===== src/rtl/text_number_extract_sort_defines.svh =====
// ----------------------------------------------------------------------------
// text_number_extract_sort_defines - assertion macros
// shared concurrent assertion forms, clocked on clk; one is disabled while arst_n is low
// ----------------------------------------------------------------------------
`ifndef TEXT_NUMBER_EXTRACT_SORT_DEFINES_SVH
`define TEXT_NUMBER_EXTRACT_SORT_DEFINES_SVH

// property checked only while out of reset
`define TNES_ASSERT(lbl, prop, msg) \
	lbl: assert property (@(posedge clk) disable iff (!arst_n) prop) else $error(msg);

// property checked at every edge, reset included
`define TNES_ASSERT_ALWAYS(lbl, prop, msg) \
	lbl: assert property (@(posedge clk) prop) else $error(msg);

`endif


===== src/rtl/tnes_pkg.sv =====
// ----------------------------------------------------------------------------
// tnes_pkg - shared types and constants
// character codes, cell control group and sequencer states
// ----------------------------------------------------------------------------
`timescale 1ns / 1ps
`default_nettype none

package tnes_pkg;

	localparam logic [7:0] CH_ZERO  = 8'd48;
	localparam logic [7:0] CH_NINE  = 8'd57;
	localparam logic [3:0] RADIX    = 4'd10;
	localparam int         OUT_BITS = 32;

	typedef struct packed {
		logic ins;
		logic shift;
	} cell_ctl_t;

	typedef enum logic [1:0] {
		ST_IN,
		ST_FLUSH,
		ST_DRAIN,
		ST_EMPTY
	} state_t;

endpackage

`default_nettype wire


===== src/rtl/tnes_cell.sv =====
// ----------------------------------------------------------------------------
// tnes_cell - one slot of the sorted insertion chain
// holds one value, makes room for an insert, shifts toward the head on drain
// ----------------------------------------------------------------------------
`timescale 1ns / 1ps
`default_nettype none

module tnes_cell
	import tnes_pkg::*;
#(
	parameter int VALUE_BITS = 32
) (
	input  wire logic                  clk,
	input  wire cell_ctl_t             ctl,
	input  wire logic                  valid,
	input  wire logic [VALUE_BITS-1:0] ins_value,
	input  wire logic                  left_gt,
	input  wire logic [VALUE_BITS-1:0] left_value,
	input  wire logic [VALUE_BITS-1:0] right_value,
	output logic                       gt,
	output logic [VALUE_BITS-1:0]      value
);

	logic [VALUE_BITS-1:0] value_q;

	// an empty slot counts as larger than anything
	assign gt    = !valid || (value_q > ins_value);
	assign value = value_q;

	always_ff @(posedge clk) begin
		if (ctl.shift) begin
			value_q <= right_value;
		end else if (ctl.ins && gt) begin
			value_q <= left_gt ? left_value : ins_value;
		end
	end

endmodule

`default_nettype wire


===== config.mk =====
export PLATFORM = sky130hd
export DESIGN_NAME = tnes_cell
export DESIGN_NICKNAME = d
export VERILOG_FILES = /design/src/rtl/text_number_extract_sort_defines.svh /design/src/rtl/tnes_pkg.sv /design/src/rtl/tnes_cell.sv
export SDC_FILE = /design/constraint.sdc
export NUM_CORES = 1
export LEC_CHECK = 0
export ABC_AREA = 1
export BUFFER_PORTS_ARGS = -buffer_cell sky130_fd_sc_hd__buf_2
export CAP_MARGIN = 20
export CORE_UTILIZATION = 28
export DETAILED_ROUTE_END_ITERATION = 8
export PLACE_DENSITY_LB_ADDON = 0.2
export SLEW_MARGIN = 40
export SYNTH_ARGS = -nofsm -noshare
export SYNTH_HDL_FRONTEND = slang
export SYNTH_SLANG_ARGS = --single-unit

===== constraint.sdc =====
create_clock -name clk -period 3 [get_ports clk]
set_clock_uncertainty 0.05 [all_clocks]
set_input_delay 0.3 -clock clk [delete_from_list [all_inputs] [get_ports clk]]
set_output_delay 0.3 -clock clk [all_outputs]
set_load 0.03 [all_outputs]

==> out/metrics.yaml <==
critical_path:
  r2r-end: "value[5]"
  rr_startpoint: "value[11]"
  setup.worst_path.end_class: "flip-flop"
  cp.required_ps: 2890
  crit_path_max_fanout: 24
  crit_family: "simple AND/OR/NAND/NOR gates"
  crit_top_cell: "nand2_1"
  crit_slowest_cell: "edfxtp_1"
  max_stage_delay_ps: 390
  reg2reg_slack_ps: 720
  cp-start-kind: "flip-flop"
  cp_num_buf_inv: 2
  worstSetupPathType: "flip-flop to flip-flop"
  crit_chain: "ha_1 > nand2_1 > nor2_1 > nand2_1 > clkinv_1 > nand2_1 > nand2_1 > nand2_1 > nand2_1 > nand2_1 > nand2_2 > nand2_1 > nand2_1 > buf_4"
  critPathArrivalTime_ps: 2170
  rr_worst_depth: 14
min_path:
  min_path_type: "input port to flip-flop"
  whs_path_depth: 2
  hold_start: "right_value[8]"
  hold-path-endpoint: "value[8]"
synth:
  synth_area_sq_um: 2531
  yosys-top-cells-area: "edfxtp_1 (38%), ha_1 (16%), nand2_1 (10%), o21a_1 (8.9%), o211ai_1 (8.6%)"
  ys_types: 21
  yosys.area.top_type: "edfxtp_1"
  synth_nets: 426
  ys_seq_area_share_pct: 37.96
  synth_seq_cells: 32
  yosys_warnings: 0
  synthCells: 293
  avgSynthCellArea_sq_um: 8.639
  netlist.area_leader.share_pct: 37.96
floorplanning:
  start_util_pct: 29.02
  coreArea_sq_um: 8721
  die_w_microns: 97.08
  dieArea_sq_um: 9425
  io_pins: 134
  rows: 34
  die_h_microns: 97.08
timing:
  setup_violations: 0
  whs_ps: 240.0
  max_slew.worst_pin.slew_ps: 622.4
  finalCritPeriodShare_pct: 75.85
  hold_violations: 0
  period_needed_ps: 2275
  clock.fmax_mhz: 439.5
  setup_ws_ps: 724.6
  rsz0062_at_grt: "no"
  slew_headroom_pct: 58.44
  setup_tns_ps: 0
  finalMaxSlewViolations: 0
power:
  switching_power_uw: 468.2
  leakagePower_nw: 1.682
  p_comb_share_pct: 34.5
  cellPowerDensity_nw_per_um2: 402.2
  worst_ir_drop_vdd_v: 0.0001547
  clockPowerShare_pct: 23.1
  p_int_uw: 888.0
  switching_share_pct: 34.52
  seqPwrFrac_pct: 42.4
route:
  post_drt_wl_per_cell_microns: 12.07
  vias: 2374
  drt_pass1_iterations: 3
  initialDrtViolationCount: 24
  drc: 0
  via_per_inst: 4.471
  wl_microns: 6407
  final_antenna_net_count: 0
clock_tree:
  clk_root_buffer_cell: "clkbuf_8"
  ctsResizeCount: 0
  cts_buffer_depth: 2
  h-tree-depth: 2
  cts_tree: "done"
  postCtsSetupBuffers: 0
  clk_latency_ps: 280
  cts-hold-fix-buffers: 0
  path_clk_slew_ps: 70
  cts.sink_count: 32
  cts_buffers: 5
finish:
  fillers: 932
  area_growth_pct: 33.22
  final_nets: 556
  drive_above_1_share_pct: 36.88
  multi_input_area_sq_um: 1351
  seqCellArea_sq_um: 960.9
  stdcell_count: 531
  diodes: 0
  utilization_pct: 38.67
  largest_reg_flops: 32
  final_cell_mix: "buf_2 (132), nand2_1 (70), inv_1 (36)"
  layout_commonest_cell: "buf_2"
grt:
  top_usage_layer: "met2"
  grt_pass1_wl_microns: 10770
  grt_pass1_vias: 2379
  grt_max_degree: 63
  antenna_found_initial: 0
  use_met1_pct: 17.54
  use_met3_pct: 3.309
  overflow: 0
  grt_use_total_pct: 14.06
  grt_use_met2_pct: 24.21
placement:
  dp_slack_ps: 672.8
  place_inst: 524
  placement.io_buffers: 133
  gp_congestion: 0.7577
  dpl.hpwl_microns: 5050
outcome:
  status: "finished, final reports clean"
run:
  max_cap_violations: 0
-- synth_stat cells --
cell type,n
nand2_1,70
inv_1,36
edfxtp_1,32
ha_1,32
o21a_1,30
o211ai_1,29
a21oi_1,19
buf_2,10
nor2_1,10
inv_2,5
nand2_2,4
clkbuf_1,3
nor2_2,3
nand3_1,2
nor2_4,2
a21o_1,1
clkinv_1,1
nand4_1,1
nand4_2,1
o21ai_0,1
o21ai_1,1
-- per-stage QoR --
step / instance area, sq um / power, mW
after global placement: 3293 / 1.058
after detailed placement: 3296 / 1.063
after floorplan: 2531 / 0.8982
after global routing: 3372 / 1.462
final: 3372 / 1.356
after CTS: 3372 / 1.391
-- worst register-to-register path, cell delays in order, from the launching register on --
cell and delay [ps]:
edfxtp_1 390, ha_1 330, nand2_1 60, nor2_1 110, nand2_1 100, clkinv_1 50, nand2_1 40, nand2_1 80
nand2_1 50, nand2_1 60, nand2_1 60, nand2_2 60, nand2_1 50, nand2_1 80, buf_4 350
-- layout make-up --
| class | count | share of cell area (%) |
|---|---|---|
| multi-input cells | 206 | 40.07 |
| flip-flops and latches | 32 | 28.50 |
| repair buffers | 136 | 20.48 |
| inverters | 42 | 4.675 |
| well taps | 108 | 4.007 |
| clock buffers | 5 | 2.041 |
| clock inverters | 2 | 0.2226 |
-- logic make-up (layout without fill, tap and decap cells) --
family | after synthesis | count (layout) | synth area share, %
AOI/OAI and AO/OA | 81 | 81 | 21.95
DFF | 32 | 32 | 37.96
and+or+nand+nor | 93 | 93 | 15.62
buffers and inverters | 55 | 185 | 8.651
adders and majority gates | 32 | 32 | 15.82
-- routing by layer --
metal	up-vias	wire length, microns	part of all wire [%]
met4	0	56	0.87
met1	1029	2946	46
met3	5	385	6.0
met5	-	0	0
li1	1265	-	-
met2	75	3019	47
-- power groups by stage --
stage                     Combinational (mW)  Sequential [mW]  Clock, mW
after floorplan                        0.224            0.675          0
after global placement                 0.473            0.585          0
after detailed placement               0.476            0.587          0
after CTS                              0.478            0.577      0.336
after global routing                   0.531            0.583      0.348
final                                  0.467            0.575      0.313
-- worst max-delay path by stage --
stage	from	to	slack [ps]	depth (start not counted)
2_1_floorplan	value[23]	value[0]	250	11
4_1_cts	value[11]	gt	660	10
5_1_grt	value[11]	value[5]	470	14
3_5_place_dp	ins_value[11]	value[6]	670	16
6_report	value[11]	value[5]	720	14
3_3_place_gp	ins_value[11]	value[6]	730	16
(Power assumes the default switching activity.)
