**src/rtl/text_number_extract_sort_defines.svh**
```systemverilog
// ----------------------------------------------------------------------------
// text_number_extract_sort_defines - assertion macros
// shared concurrent assertion forms, clocked on clk; one is disabled while arst_n is low
// ----------------------------------------------------------------------------
`ifndef TEXT_NUMBER_EXTRACT_SORT_DEFINES_SVH
`define TEXT_NUMBER_EXTRACT_SORT_DEFINES_SVH

// property checked only while out of reset
`define TNES_ASSERT(lbl, prop, msg) \
	lbl: assert property (@(posedge clk) disable iff (!arst_n) prop) else $error(msg);

// property checked at every edge, reset included
`define TNES_ASSERT_ALWAYS(lbl, prop, msg) \
	lbl: assert property (@(posedge clk) prop) else $error(msg);

`endif

```
**src/rtl/tnes_pkg.sv**
```systemverilog
// ----------------------------------------------------------------------------
// tnes_pkg - shared types and constants
// character codes, cell control group and sequencer states
// ----------------------------------------------------------------------------
`timescale 1ns / 1ps
`default_nettype none

package tnes_pkg;

	localparam logic [7:0] CH_ZERO  = 8'd48;
	localparam logic [7:0] CH_NINE  = 8'd57;
	localparam logic [3:0] RADIX    = 4'd10;
	localparam int         OUT_BITS = 32;

	typedef struct packed {
		logic ins;
		logic shift;
	} cell_ctl_t;

	typedef enum logic [1:0] {
		ST_IN,
		ST_FLUSH,
		ST_DRAIN,
		ST_EMPTY
	} state_t;

endpackage

`default_nettype wire

```
**src/rtl/tnes_parse.sv**
```systemverilog
// ----------------------------------------------------------------------------
// tnes_parse - decimal digit run accumulator
// builds the saturating value of the current digit run
// ----------------------------------------------------------------------------
`timescale 1ns / 1ps
`default_nettype none

module tnes_parse
	import tnes_pkg::*;
#(
	parameter int VALUE_BITS = 32
) (
	input  wire logic                  clk,
	input  wire logic                  arst_n,
	input  wire logic                  take,
	input  wire logic [7:0]            ch,
	input  wire logic                  flush,
	output logic                       done,
	output logic                       in_run,
	output logic [VALUE_BITS-1:0]      value
);

	localparam int PW = VALUE_BITS + 4;

	logic [VALUE_BITS-1:0] partial_q;
	logic                  inside_q;
	logic                  digit;
	logic [7:0]            diff;
	logic [PW-1:0]         prod;
	logic [VALUE_BITS-1:0] next_val;

	always_comb begin
		digit = ch inside {[CH_ZERO:CH_NINE]};
		diff  = ch - CH_ZERO;
		prod  = PW'(partial_q) * PW'(RADIX) + PW'(diff[3:0]);
		// saturate once the run passes the value width
		if (prod[PW-1:VALUE_BITS] != '0) begin
			next_val = '1;
		end else begin
			next_val = prod[VALUE_BITS-1:0];
		end
	end

	assign done   = take && !digit && inside_q;
	assign in_run = inside_q;
	assign value  = partial_q;

	always_ff @(posedge clk or negedge arst_n) begin
		if (!arst_n) begin
			partial_q <= '0;
			inside_q  <= 1'b0;
		end else if (flush || done) begin
			partial_q <= '0;
			inside_q  <= 1'b0;
		end else if (take && digit) begin
			partial_q <= next_val;
			inside_q  <= 1'b1;
		end
	end

endmodule

`default_nettype wire

```
**config.mk**
```make
export PLATFORM = sky130hd
export DESIGN_NAME = tnes_parse
export DESIGN_NICKNAME = d
export VERILOG_FILES = /design/src/rtl/text_number_extract_sort_defines.svh /design/src/rtl/tnes_pkg.sv /design/src/rtl/tnes_parse.sv
export SDC_FILE = /design/constraint.sdc
export NUM_CORES = 1
export LEC_CHECK = 0
export ABC_AREA = 1
export BUFFER_PORTS_ARGS = -buffer_cell sky130_fd_sc_hd__buf_4
export CAP_MARGIN = 20
export CORE_MARGIN = 2
export CORE_UTILIZATION = 56
export CTS_CLUSTER_SIZE = 24
export DETAILED_ROUTE_END_ITERATION = 16
export GPL_TIMING_DRIVEN = 0
export PLACE_DENSITY = 0.78
export SYNTH_ARGS = -nofsm -noshare
export SYNTH_HDL_FRONTEND = slang
export SYNTH_SLANG_ARGS = --single-unit
export TNS_END_PERCENT = 100
```
**constraint.sdc**
```tcl
create_clock -name clk -period 3.6 [get_ports clk]
set_input_delay 0.54 -clock clk [delete_from_list [all_inputs] [get_ports clk]]
set_output_delay 0.54 -clock clk [all_outputs]
set_load 0.01 [all_outputs]
```
==> results.py <==
metrics = {
    "layout": {
        "antenna_cells": 0,
        "final_util": 0.710,
        "layout.nets": 1100,
        "drive_above_1_share": 0.243,
        "design_area_um2": 6840,
        "fin_cells": 1156,
        "syn_to_final_growth_pct": 24.7,
    },
    "clock_tree": {
        "cts_root_buffer": "clkbuf_8",
        "cts_tree": "yes",
        "clkTransAtPathRegs_ns": 0.08,
        "cts_hold_buf": 0,
        "clock-sinks": 33,
        "htree_levels": 2,
        "numCtsBuffers": 5,
        "clockBufferDepth": 2,
        "clk_latency_ns": 0.29,
    },
    "logic_synthesis": {
        "synth_edf_count": 0,
        "yosysUniqueCellTypes": 31,
        "synth_top_area_frac": 0.271,
        "synth-main-ff-cell": "dfrtp_1",
        "synth_seq_cells": 33,
        "synthArstFlopShare": 1.00,
        "yosysWarnings": 0,
        "synth_top_cell_by_area": "nand2_1",
        "synth_xor_area_frac": 0.0495,
        "synth_mux_area_frac": 0,
        "synth_top_family_by_area": "simple AND/OR/NAND/NOR gates",
        "yosysSeqAreaShare": 0.150,
        "netlist_instances": 931,
        "postSynthAreaPerCell_um2": 5.89,
        "synthTopCellsByArea": "nand2_1 (27%), dfrtp_1 (15%), ha_1 (14%)",
        "synth-adder-area-share": 0.151,
        "syn-num-nets": 1008,
        "synth.cell_area_um2": 5490,
        "synth_compound_area_frac": 0.0276,
        "synthSimpleGateAreaFrac": 0.497,
    },
    "routing": {
        "routedWlPerCell_um": 14.2,
        "via_per_inst": 5.25,
        "drt_iter0_markers": 432,
        "ant_nets": 0,
        "routed-via-count": 6069,
        "wirelength_um": 16400,
        "drt-pass1-iter-count": 5,
        "drc": 0,
    },
    "timing": {
        "layout_min_cycle_time_ns": 3.57,
        "fmax_ghz": 0.280,
        "tightest_slew_ns": 0.567,
        "setup_viol": 0,
        "hold-worst-slack_ns": 0.186,
        "slew_violations": 0,
        "slew_headroom": 0.622,
        "hold_viol": 0,
        "min_period_over_period": 0.992,
        "finClkSkew_ns": 0.00721,
    },
    "flow_run": {
        "drv_cap": 0,
    },
    "placed_design": {
        "placed_cell_area_um2": 5990,
        "port_buffers": 45,
        "place_inst": 1109,
        "place_hpwl_um": 11900,
        "gp_congestion": 1.06,
    },
    "setup_path": {
        "path_class": "flip-flop to flip-flop",
        "required_ns": 3.79,
        "cp_slowest_cell": "dfrtp_1",
        "worstReg2RegStart": "value[3]",
        "r2r-end": "value[27]",
        "crit_start": "value[3]",
        "startpoint_type": "flip-flop",
        "timing.critical_path.cells": "buf_4 > ha_1 > ha_4 > buf_12 > nand2_4 > nand2_4 > nand3_2 > nand2_2 > nand2_1 > nand2_2 > nand2_2 > nor2_4 > nand3_4 > nor2_4 > nand2_4 > nor2_4 > nand3_2 > a21oi_4 > buf_6 > clkbuf_16 > nand3_2 > nand2_1 > nand2_1",
        "crit_path_end_kind": "flip-flop",
        "worst_path_largest_cell_delay_ns": 0.42,
        "cp.arrival_ns": 3.76,
        "reg2reg_slack_ns": 0.03,
        "r2r_cells": 23,
        "crit_path_max_fanout": 5,
        "endpoint": "value[27]",
    },
    "grt": {
        "grt_pass1_wl_um": 24400,
        "first_global_vias": 5331,
        "antenna_found_initial": 0,
        "grt-ovfl-total": 0,
        "grt_start_max_net_pins": 34,
        "grt_use_total": 0.290,
    },
    "floorplan": {
        "start_util": 0.569,
        "die_width_um": 103,
        "coreArea_um2": 9640,
        "io_pins": 46,
        "die_h_um": 103,
        "fp.dieArea_um2": 10600,
        "num_rows": 36,
    },
    "run_status": {
        "status": "finished clean",
    },
    "min_path": {
        "hold_path.class": "primary input to async pin",
    },
}
## cells in the mapped netlist, types with 3 or more instances
master / n
nand2_1: 396
inv_1: 148
nand3_1: 66
ha_1: 63
nor2_1: 62
dfrtp_1: 33
nand3_2: 26
xor2_1: 20
a21oi_1: 19
nand2_2: 18
nor2_2: 9
nand4_1: 8
o21ai_0: 8
inv_2: 7
buf_6: 6
nor2_4: 6
xnor2_1: 6
nand3b_1: 5
nor3_1: 4
and2_1: 3
buf_2: 3
clkbuf_1: 3
## worst min path at each step
stage                       from        end  cells past startpoint
after floorplan           arst_n     in_run                      0
after global placement    arst_n  value[10]                      1
after detailed placement  arst_n  value[10]                      1
after CTS                 arst_n  value[10]                      1
after global routing      arst_n  value[10]                      1
final                     arst_n  value[11]                      1
## metrics by stage
stage | setup TNS [ns] | setup WS (ns)
after floorplan | 0 | 0.218
after global placement | -6.81 | -0.261
after detailed placement | -7.25 | -0.267
after CTS | 0 | 0.000177
after global routing | -3.99 | -0.154
final | 0 | 0.0285
## placed cells by master, fill, tap and decap left out, types with 2 or more instances in the layout
cell type  netlist  routed
inv_1          148     146
nand2_1        396     369
nor2_1          62      45
buf_12           0       4
nand3_1         66      60
buf_8            0       3
ha_1            63      47
clkbuf_1         3       4
nand3_4          1       4
a21oi_2          0       5
inv_2            7       8
dfrtp_2          0       2
nand4_1          8       8
clkinv_1         2       2
nand2_4          1       4
buf_6            6       4
buf_2            3       3
nand3_2         26      29
o21ai_0          8       8
xor2_1          20      20
dfrtp_1         33      31
nor3_1           4       4
and2_1           3       3
ha_2             0      10
nand3b_1         5       5
xnor2_1          6       6
nor2_2           9      17
nand2_2         18      42
nor2_4           6      15
a21oi_1         19      14
ha_4             0       6
buf_4            0      78
clkbuf_8         0       6
## sequential cells by signal (all words and copies together), names as in the netlist
| name | flops |
|---|---|
| in_run | 1 |
| value | 32 |
## timing repair
action / in CTS / in global routing
resized for setup: 17 / 89
pin swaps: 12 / 28
endpoints found under the hold margin: 0 / 0
setup endpoints to repair: 32 / 32
setup buffers: 15 / 22
gates cloned: 2 / 2
## cell type report
cell class / count / area [um^2]
multi-input cells: 729 / 4330
fillers: 847 / 2800
flip-flops and latches: 33 / 828
repair buffers: 86 / 737
inverters: 157 / 592
well taps: 133 / 166
plain buffers: 11 / 103
clock buffers: 7 / 86.3
## worst max-delay path, delay by kind of cell, from the launching register on
kind | cells | cell delay, ns
AO/OA/AOI/OAI | 1 | 0.23
buffers and inverters | 4 | 0.56
flip-flops | 1 | 0.42
AND/OR/NAND/NOR | 16 | 1.58
adder cells (fa/ha/maj) | 2 | 0.66
## logic make-up (layout without fill, tap and decap cells)
family                     Yosys count  after routing
xor gates and xnor gates            28             28
AOI/OAI and AO/OA                   28             28
DFF                                 33             33
and+or+nand+nor                    608            608
adders and majority gates           65             65
buffers and inverters              169            261
## metal layers
layer / routed length [um] / GRT usage
met5: 0 / 0
met3: 872 / 0.0278
met1: 6980 / 0.381
met2: 7910 / 0.494
met4: 654 / 0.110
Power is not shown: default switching activity piles up to over one toggle a cycle in this logic, so the estimate is an artifact.
